==> src/rtl/dxt_pkg.sv <==
// Package with format codes and inter-stage word types of the texel decoder.
package dxt_pkg;

  localparam logic [2:0] FMT_DXT1     = 3'd0;
  localparam logic [2:0] FMT_DXT3     = 3'd1;
  localparam logic [2:0] FMT_DXT5     = 3'd2;
  localparam logic [2:0] FMT_R5G6B5   = 3'd3;
  localparam logic [2:0] FMT_A8R8G8B8 = 3'd4;

  localparam logic [1:0] CIDX_C0  = 2'd0;
  localparam logic [1:0] CIDX_C1  = 2'd1;
  localparam logic [1:0] CIDX_MIX = 2'd2;
  localparam logic [1:0] CIDX_ALT = 2'd3;

  // Unpacked block fields after the first stage.
  typedef struct packed {
    logic [2:0]  fmt;
    logic [1:0]  cidx;
    logic        punch;
    logic [23:0] c0;
    logic [23:0] c1;
    logic [7:0]  a0;
    logic [7:0]  a1;
    logic [2:0]  acode;
    logic [3:0]  anib;
    logic [31:0] raw;
  } s1_t;

  // Interpolation numerators after the second stage.
  typedef struct packed {
    logic [2:0]       fmt;
    logic [1:0]       cidx;
    logic             punch;
    logic [23:0]      c0;
    logic [23:0]      c1;
    logic [2:0][9:0]  num3;
    logic [2:0][7:0]  half;
    logic [10:0]      anum;
    logic             agt;
    logic [7:0]       a0;
    logic [7:0]       a1;
    logic [2:0]       acode;
    logic [3:0]       anib;
    logic [31:0]      raw;
  } s2_t;

endpackage

==> src/rtl/dxt_unpack.sv <==
// First stage: picks the color block, expands endpoints and extracts indices.
module dxt_unpack
  import dxt_pkg::*;
(
  input  logic        clk,
  input  logic        rst_n,
  input  logic [2:0]  fmt,
  input  logic        up_valid,
  input  logic [63:0] block_lo,
  input  logic [63:0] block_hi,
  input  logic [1:0]  texel_x,
  input  logic [1:0]  texel_y,
  output logic        up_stall,
  input  logic        dn_stall,
  output logic        dn_valid,
  output s1_t         dn_data
);

  function automatic logic [23:0] expand565(input logic [15:0] c);
    expand565 = {c[15:11], 3'b000, c[10:5], 2'b00, c[4:0], 3'b000};
  endfunction

  logic        valid_r, valid_nxt;
  s1_t         data_r, data_nxt;
  logic        advance;
  logic [63:0] cblk;
  logic [31:0] idx_word;
  logic [4:0]  coff;
  logic [5:0]  aoff;
  logic [5:0]  noff;

  assign advance  = !valid_r || !dn_stall;
  assign up_stall = !advance;

  always_comb begin
    cblk     = (fmt inside {FMT_DXT3, FMT_DXT5}) ? block_hi : block_lo;
    idx_word = cblk[63:32];
    coff     = {texel_y, texel_x, 1'b0};
    aoff     = 6'd16 + 6'(texel_y) * 6'd12 + 6'(texel_x) * 6'd3;
    noff     = {texel_y, texel_x, 2'b00};

    data_nxt.fmt   = fmt;
    data_nxt.cidx  = idx_word[coff +: 2];
    data_nxt.punch = !(cblk[15:0] > cblk[31:16]);
    data_nxt.c0    = expand565(cblk[15:0]);
    data_nxt.c1    = expand565(cblk[31:16]);
    data_nxt.a0    = block_lo[7:0];
    data_nxt.a1    = block_lo[15:8];
    data_nxt.acode = block_lo[aoff +: 3];
    data_nxt.anib  = block_lo[noff +: 4];
    data_nxt.raw   = block_lo[31:0];

    valid_nxt = advance ? up_valid : valid_r;
  end

  always_ff @(posedge clk) begin
    if (!rst_n) begin
      valid_r <= 1'b0;
    end else begin
      valid_r <= valid_nxt;
    end
  end

  always_ff @(posedge clk) begin
    if (advance && up_valid) begin
      data_r <= data_nxt;
    end
  end

  assign dn_valid = valid_r;
  assign dn_data  = data_r;

endmodule

==> src/rtl/dxt_interp.sv <==
// Second stage: forms the color and alpha interpolation numerators.
module dxt_interp
  import dxt_pkg::*;
(
  input  logic clk,
  input  logic rst_n,
  input  logic up_valid,
  input  s1_t  up_data,
  output logic up_stall,
  input  logic dn_stall,
  output logic dn_valid,
  output s2_t  dn_data
);

  logic        valid_r, valid_nxt;
  s2_t         data_r, data_nxt;
  logic        advance;
  logic [23:0] p, q;
  logic [3:0]  wa, wb;
  logic [11:0] pa, pb;
  logic        agt;

  assign advance  = !valid_r || !dn_stall;
  assign up_stall = !advance;

  always_comb begin
    // The second mixed color weights c1 double, so swap the operands.
    p = (up_data.cidx == CIDX_ALT) ? up_data.c1 : up_data.c0;
    q = (up_data.cidx == CIDX_ALT) ? up_data.c0 : up_data.c1;

    agt = up_data.a0 > up_data.a1;
    wa  = agt ? (4'd8 - {1'b0, up_data.acode}) : (4'd6 - {1'b0, up_data.acode});
    wb  = {1'b0, up_data.acode} - 4'd1;
    pa  = 12'(wa) * 12'(up_data.a0);
    pb  = 12'(wb) * 12'(up_data.a1);

    data_nxt.fmt   = up_data.fmt;
    data_nxt.cidx  = up_data.cidx;
    data_nxt.punch = up_data.punch;
    data_nxt.c0    = up_data.c0;
    data_nxt.c1    = up_data.c1;
    for (int i = 0; i < 3; i++) begin
      data_nxt.num3[i] = {1'b0, p[8*i +: 8], 1'b0} + {2'b00, q[8*i +: 8]} + 10'd1;
      data_nxt.half[i] = 8'(({1'b0, up_data.c0[8*i +: 8]} +
                             {1'b0, up_data.c1[8*i +: 8]}) >> 1);
    end
    data_nxt.anum  = 11'(pa + pb + (agt ? 12'd3 : 12'd2));
    data_nxt.agt   = agt;
    data_nxt.a0    = up_data.a0;
    data_nxt.a1    = up_data.a1;
    data_nxt.acode = up_data.acode;
    data_nxt.anib  = up_data.anib;
    data_nxt.raw   = up_data.raw;

    valid_nxt = advance ? up_valid : valid_r;
  end

  always_ff @(posedge clk) begin
    if (!rst_n) begin
      valid_r <= 1'b0;
    end else begin
      valid_r <= valid_nxt;
    end
  end

  always_ff @(posedge clk) begin
    if (advance && up_valid) begin
      data_r <= data_nxt;
    end
  end

  assign dn_valid = valid_r;
  assign dn_data  = data_r;

endmodule

==> src/rtl/dxt_resolve.sv <==
// Third stage: divides by constants, selects the texel and holds the output word.
module dxt_resolve
  import dxt_pkg::*;
(
  input  logic        clk,
  input  logic        rst_n,
  input  logic        up_valid,
  input  s2_t         up_data,
  output logic        up_stall,
  input  logic        dn_stall,
  output logic        dn_valid,
  output logic [31:0] dn_argb
);

  logic        valid_r, valid_nxt;
  logic [31:0] argb_r, argb_nxt;
  logic        advance;
  logic [19:0] prod3 [3];
  logic [23:0] mix3;
  logic [23:0] color4;
  logic [23:0] color3;
  logic [22:0] prod7, prod5;
  logic [7:0]  alpha5;

  assign advance  = !valid_r || !dn_stall;
  assign up_stall = !advance;

  always_comb begin
    // Division by 3, 7 and 5 through reciprocal multiplies; exact over the numerator range.
    for (int i = 0; i < 3; i++) begin
      prod3[i]        = 20'(up_data.num3[i]) * 20'd683;
      mix3[8*i +: 8]  = prod3[i][18:11];
    end
    prod7 = 23'(up_data.anum) * 23'd2341;
    prod5 = 23'(up_data.anum) * 23'd3277;

    case (up_data.cidx)
      CIDX_C0: color4 = up_data.c0;
      CIDX_C1: color4 = up_data.c1;
      default: color4 = mix3;
    endcase

    case (up_data.cidx)
      CIDX_C0:  color3 = up_data.c0;
      CIDX_C1:  color3 = up_data.c1;
      CIDX_MIX: color3 = up_data.half;
      default:  color3 = 24'h000000;
    endcase

    if (up_data.acode == 3'd0) begin
      alpha5 = up_data.a0;
    end else if (up_data.acode == 3'd1) begin
      alpha5 = up_data.a1;
    end else if (up_data.agt) begin
      alpha5 = prod7[21:14];
    end else if (up_data.acode == 3'd6) begin
      alpha5 = 8'd0;
    end else if (up_data.acode == 3'd7) begin
      alpha5 = 8'd255;
    end else begin
      alpha5 = prod5[21:14];
    end

    case (up_data.fmt)
      FMT_DXT1: begin
        // Transparent black for the fourth code of a three-color block.
        if (up_data.punch && (up_data.cidx == CIDX_ALT)) begin
          argb_nxt = 32'h0;
        end else if (up_data.punch) begin
          argb_nxt = {8'hff, color3};
        end else begin
          argb_nxt = {8'hff, color4};
        end
      end
      FMT_DXT3:     argb_nxt = {up_data.anib, up_data.anib, color4};
      FMT_DXT5:     argb_nxt = {alpha5, color4};
      FMT_R5G6B5:   argb_nxt = {8'h00, up_data.c0};
      FMT_A8R8G8B8: argb_nxt = up_data.raw;
      default:      argb_nxt = 32'h0;
    endcase

    valid_nxt = advance ? up_valid : valid_r;
  end

  always_ff @(posedge clk) begin
    if (!rst_n) begin
      valid_r <= 1'b0;
    end else begin
      valid_r <= valid_nxt;
    end
  end

  always_ff @(posedge clk) begin
    if (advance && up_valid) begin
      argb_r <= argb_nxt;
    end
  end

  assign dn_valid = valid_r;
  assign dn_argb  = argb_r;

endmodule

==> src/rtl/dxt_texel_decoder_unit.sv <==
// Top level of the compressed texel decoder: format register and three-stage pipeline.
//
//   port group   direction  handshake          payload
//   in_*         input      in_valid/in_stall   in_block_lo, in_block_hi, in_texel_x, in_texel_y
//   out_*        output     out_valid/out_stall out_argb
//   cfg_*        input      cfg_wr_en           cfg_wr_data (texture format)
//
// One word is accepted per clock when the output side does not stall.
// A word's result passes the unpack, interpolate and resolve registers in that order
// before it shows on out_valid.
// A stall fills empty stages first; in_stall rises only when all three stages hold words.
// Reset empties the pipeline and sets the format to DXT1.
module dxt_texel_decoder_unit
  import dxt_pkg::*;
(
  input  logic        clk,
  input  logic        rst_n,
  input  logic        cfg_wr_en,
  input  logic [2:0]  cfg_wr_data,
  input  logic        in_valid,
  output logic        in_stall,
  input  logic [63:0] in_block_lo,
  input  logic [63:0] in_block_hi,
  input  logic [1:0]  in_texel_x,
  input  logic [1:0]  in_texel_y,
  output logic        out_valid,
  input  logic        out_stall,
  output logic [31:0] out_argb
);

  logic [2:0] format_r, format_nxt;
  logic       s1_valid, s2_valid;
  logic       s1_stall, s2_stall;
  s1_t        s1_data;
  s2_t        s2_data;

  assign format_nxt = cfg_wr_en ? cfg_wr_data : format_r;

  always_ff @(posedge clk) begin
    if (!rst_n) begin
      format_r <= FMT_DXT1;
    end else begin
      format_r <= format_nxt;
    end
  end

  dxt_unpack u_unpack (
    .clk      (clk),
    .rst_n    (rst_n),
    .fmt      (format_r),
    .up_valid (in_valid),
    .block_lo (in_block_lo),
    .block_hi (in_block_hi),
    .texel_x  (in_texel_x),
    .texel_y  (in_texel_y),
    .up_stall (in_stall),
    .dn_stall (s1_stall),
    .dn_valid (s1_valid),
    .dn_data  (s1_data)
  );

  dxt_interp u_interp (
    .clk      (clk),
    .rst_n    (rst_n),
    .up_valid (s1_valid),
    .up_data  (s1_data),
    .up_stall (s1_stall),
    .dn_stall (s2_stall),
    .dn_valid (s2_valid),
    .dn_data  (s2_data)
  );

  dxt_resolve u_resolve (
    .clk      (clk),
    .rst_n    (rst_n),
    .up_valid (s2_valid),
    .up_data  (s2_data),
    .up_stall (s2_stall),
    .dn_stall (out_stall),
    .dn_valid (out_valid),
    .dn_argb  (out_argb)
  );

endmodule

==> config.mk <==
export PLATFORM = sky130hd
export DESIGN_NAME = dxt_texel_decoder_unit
export DESIGN_NICKNAME = d
export VERILOG_FILES = /design/src/rtl/dxt_pkg.sv /design/src/rtl/dxt_unpack.sv /design/src/rtl/dxt_interp.sv /design/src/rtl/dxt_resolve.sv /design/src/rtl/dxt_texel_decoder_unit.sv
export SDC_FILE = /design/constraint.sdc
export NUM_CORES = 1
export LEC_CHECK = 0
export BUFFER_PORTS_ARGS = -buffer_cell sky130_fd_sc_hd__clkbuf_2
export CORE_ASPECT_RATIO = 1.4
export CORE_UTILIZATION = 25
export CTS_BUF_LIST = sky130_fd_sc_hd__clkbuf_8
export CTS_CLUSTER_SIZE = 25
export DETAILED_ROUTE_END_ITERATION = 8
export GPL_TIMING_DRIVEN = 0
export PLACE_DENSITY = 0.45
export SLEW_MARGIN = 20
export SYNTH_ARGS = -nofsm -noshare
export SYNTH_HDL_FRONTEND = slang
export SYNTH_SLANG_ARGS = --single-unit
==> constraint.sdc <==
create_clock -name clk -period 7.1 [get_ports clk]
set_input_delay 0.355 -clock clk [delete_from_list [all_inputs] [get_ports clk]]
set_output_delay 0.355 -clock clk [all_outputs]
set_load 0.005 [all_outputs]
==> summary.txt <==
DR DRC count -> 1
Maximum Capacitance Violations -> 0
Final Cycle Share -> 95.5%
Clock Sinks -> 245
Clock tree skew after final layout -> 0.0394 ns
Ys flop type -> sky130_fd_sc_hd__edfxtp_1
Final standard cell area without fillers -> 0.0270 mm^2
Synthesis-stage register bit count -> 245
Max-slew headroom -> 36.6%
Half-perimeter wire length of the detailed placement result -> 58600 um
Number of warnings issued by yosys -> 0
Share of synthesized registers carrying an async set or reset -> 0%
Placed Instances -> 3414
Share of final-layout standard cells stronger than drive strength 1 -> 18.5%
Min-delay worst type -> input pin to register
Master cell of the clock root buffer -> sky130_fd_sc_hd__clkbuf_8
Wire length of the first global-routing pass -> 107000 um
Max Clock Freq -> 148 MHz
Final cell count without fillers -> 3503
Total congestion overflow after global routing -> 0
Clock period minus worst slack -> 6.78 ns
Most frequent cells in the layout -> sky130_fd_sc_hd__inv_1 (360), sky130_fd_sc_hd__ha_1 (356), sky130_fd_sc_hd__edfxtp_1 (239)
Total vias in the final route -> 16700
Critical path required time -> 7.44 ns
Final WL -> 70700 um
Max-slew violation count -> 0
Post-synth EDFFs -> 239
Die Area -> 0.0952 mm^2
Buf/Inv on CP -> 4
Final routed wire length divided by cell count -> 20.2 um
Result of the run -> complete, but fails checks
Via count normalized by instance count -> 4.76
Die height -> 365 um
Max Root-Sink Buffers -> 3
Synthesized netlist cell count -> 2025
Arrival time reported for the critical path endpoint -> 7.12 ns
Final nets -> 2893
Antenna-violating nets left -> 0
Synth unique cells -> 75
Slew at the pin closest to its max-slew limit -> 0.951 ns
IO buf count -> 173
Final standard cell utilization of the core -> 29.1%
CORE AREA -> 0.0928 mm^2
Number of clock buffers inserted by TritonCTS -> 41
Number of levels the H-tree was split into -> 2
Footprint of the flip-flops and latches -> 0.00730 mm^2
Weighted congestion reported at the end of routability-driven placement -> 0.884
Area after detailed placement -> 0.0261 mm^2
Fraction of the yosys area taken by sequential cells -> 31.1%
Pin count of the biggest net entering global routing -> 28
Global-route usage over all layers -> 15.0%
Source-to-sink clock delay at the later pin of the worst-skew pair -> 0.63 ns
Kind of cell with the highest combined delay on the critical path -> adder cells
Commonest non-fill, non-tap cell in the layout -> sky130_fd_sc_hd__inv_1
Final setup viols -> 0
Number of fill cells in the layout -> 9687
Area Growth Syn to Fin -> 15.0%
Starting density of the core -> 25.3%
Largest incremental delay on the critical path -> 0.53 ns
Startpoint Class -> register
Capturing element type of the critical path -> register
Die outline width -> 261 um
Number of DRC markers in iteration 0 -> 930
Summed negative setup slack over all endpoints -> 0 ns
Area of the multi-input gates -> 0.0147 mm^2
Io pins -> 174
Max Fanout on Critical Path -> 7
Critical path's slowest cell -> sky130_fd_sc_hd__fa_1
Clock-pin slew of the registers on the worst-case setup and hold paths -> 0.07 ns
Mapped Nets -> 2657
Detailed-router iteration count before antenna repair -> 9
Via count of the first global-routing pass -> 18000
Classification of the worst setup path -> register to register
Mapped Area -> 0.0235 mm^2
Failing checks -> DRC
Number of antenna violations at the first check in global routing -> 3
Hold violation total from the final report -> 0
CTS tree -> built
Row Count -> 132
Mean area per synthesized cell -> 11.6 um^2
==> layout make-up <==
type	count	area share (%)
clock buffer	41	2.09
tap	1206	5.59
antenna	3	0.0278
inverter	354	4.92
timing repair buffer	193	4.29
sequential	245	27.0
buffer	63	0.932
multi-input combinational	1363	54.3
clock inverter	35	0.765
==> layer usage <==
| layer | wire length [um] | part of all wire (%) | track usage [%] | vias up |
|---|---|---|---|---|
| li1 | - | - | - | 7746 |
| met1 | 27300 | 39 | 16.7 | 8229 |
| met2 | 37400 | 53 | 28.2 | 548 |
| met3 | 2720 | 3.9 | 1.39 | 148 |
| met4 | 3320 | 4.7 | 7.00 | 0 |
| met5 | 0 | 0 | 0 | - |
==> cells by family (layout without fill, tap and decap cells) <==
logic type	after synthesis	after routing	synth area share [%]
flip-flops	245	245	31.1
buffers and inverters	417	686	6.73
other	0	3	0
XOR/XNOR	88	88	3.28
multiplexers	180	180	13.2
AO/OA/AOI/OAI	316	316	8.83
adder cells (fa/ha/maj)	493	493	30.6
AND/OR/NAND/NOR	286	286	6.27
==> flip-flops by register name, summed over array words and instances, names as in the netlist <==
name and flops:
u_resolve.dn_argb 32, u_unpack.dn_data 77, u_resolve.dn_valid 1, u_interp.dn_valid 1, u_interp.dn_data 130, format_r 3
u_unpack.dn_valid 1
==> path summary, 6_finish.rpt <==
kind | startpoint | to | slack (ns) | cells after the start
setup reg to reg | u_unpack.dn_data[1] | u_interp.dn_data[66] | 0.32 | 30
hold reg to reg | u_unpack.dn_data[34] | u_interp.dn_data[34] | 0.42 | 0
setup / recovery | u_unpack.dn_data[1] | u_interp.dn_data[66] | 0.32 | 30
hold / removal | cfg_wr_data[0] | format_r[0] | 0.04 | 3
==> worst min-delay path: cells and delay by family <==
kind	cells	cell delay, ns
simple gates	1	0.10
buf+inv	1	0.08
mux	1	0.06
==> repair_timing <==
item | in CTS | in global routing
hold endpoints to repair | 2 | 0
pin swaps | 3 | 4
endpoints found under the setup margin | 3 | 2
hold buffers | 3 | 0
gates resized for setup | 5 | 5
setup buffers | 3 | 4
==> per-stage QoR <==
| stage | hold WS [ns] | setup WS (ns) |
|---|---|---|
| global placement | 0.403 | -2.66 |
| detailed placement | 0.405 | -0.445 |
| global route | 0.0426 | -0.00519 |
| finish | 0.0426 | 0.321 |
| CTS | 0.00207 | 0.0736 |
| floorplan | 0.400 | 0.151 |
==> synth_stat cells, drive strengths merged, types with 4 or more instances <==
| cell | count | area, um^2 |
|---|---|---|
| ha | 357 | 4470 |
| inv | 354 | 1330 |
| edfxtp | 239 | 7180 |
| fa | 135 | 2700 |
| mux4 | 100 | 2250 |
| a21oi | 93 | 469 |
| xnor2 | 64 | 561 |
| nor2 | 63 | 236 |
| o21ai | 60 | 300 |
| nand2 | 59 | 221 |
| clkbuf | 47 | 176 |
| mux2 | 43 | 484 |
| mux2i | 37 | 370 |
| and2 | 32 | 200 |
| nor2b | 31 | 194 |
| a21o | 30 | 225 |
| xor2 | 24 | 210 |
| nor3 | 22 | 110 |
| buf | 16 | 75.1 |
| a22oi | 15 | 113 |
| a31oi | 15 | 100 |
| nand2b | 15 | 93.8 |
| a211oi | 13 | 110 |
| nand3 | 12 | 60.1 |
| o21bai | 10 | 75.1 |
| o21a | 9 | 67.6 |
| or2 | 9 | 56.3 |
| or3 | 9 | 56.3 |
| nor3b | 8 | 60.1 |
| o22ai | 8 | 50.1 |
| nand4 | 7 | 43.8 |
| o31ai | 7 | 52.6 |
| and3 | 6 | 37.5 |
| dfxtp | 6 | 120 |
| a31o | 5 | 43.8 |
| a221o | 4 | 40.0 |
| a221oi | 4 | 35.0 |
| a32oi | 4 | 35.0 |
| o211ai | 4 | 30.0 |
| o32ai | 4 | 35.0 |
Power is not shown: default switching activity piles up to over one toggle a cycle in this logic, so the estimate is an artifact.
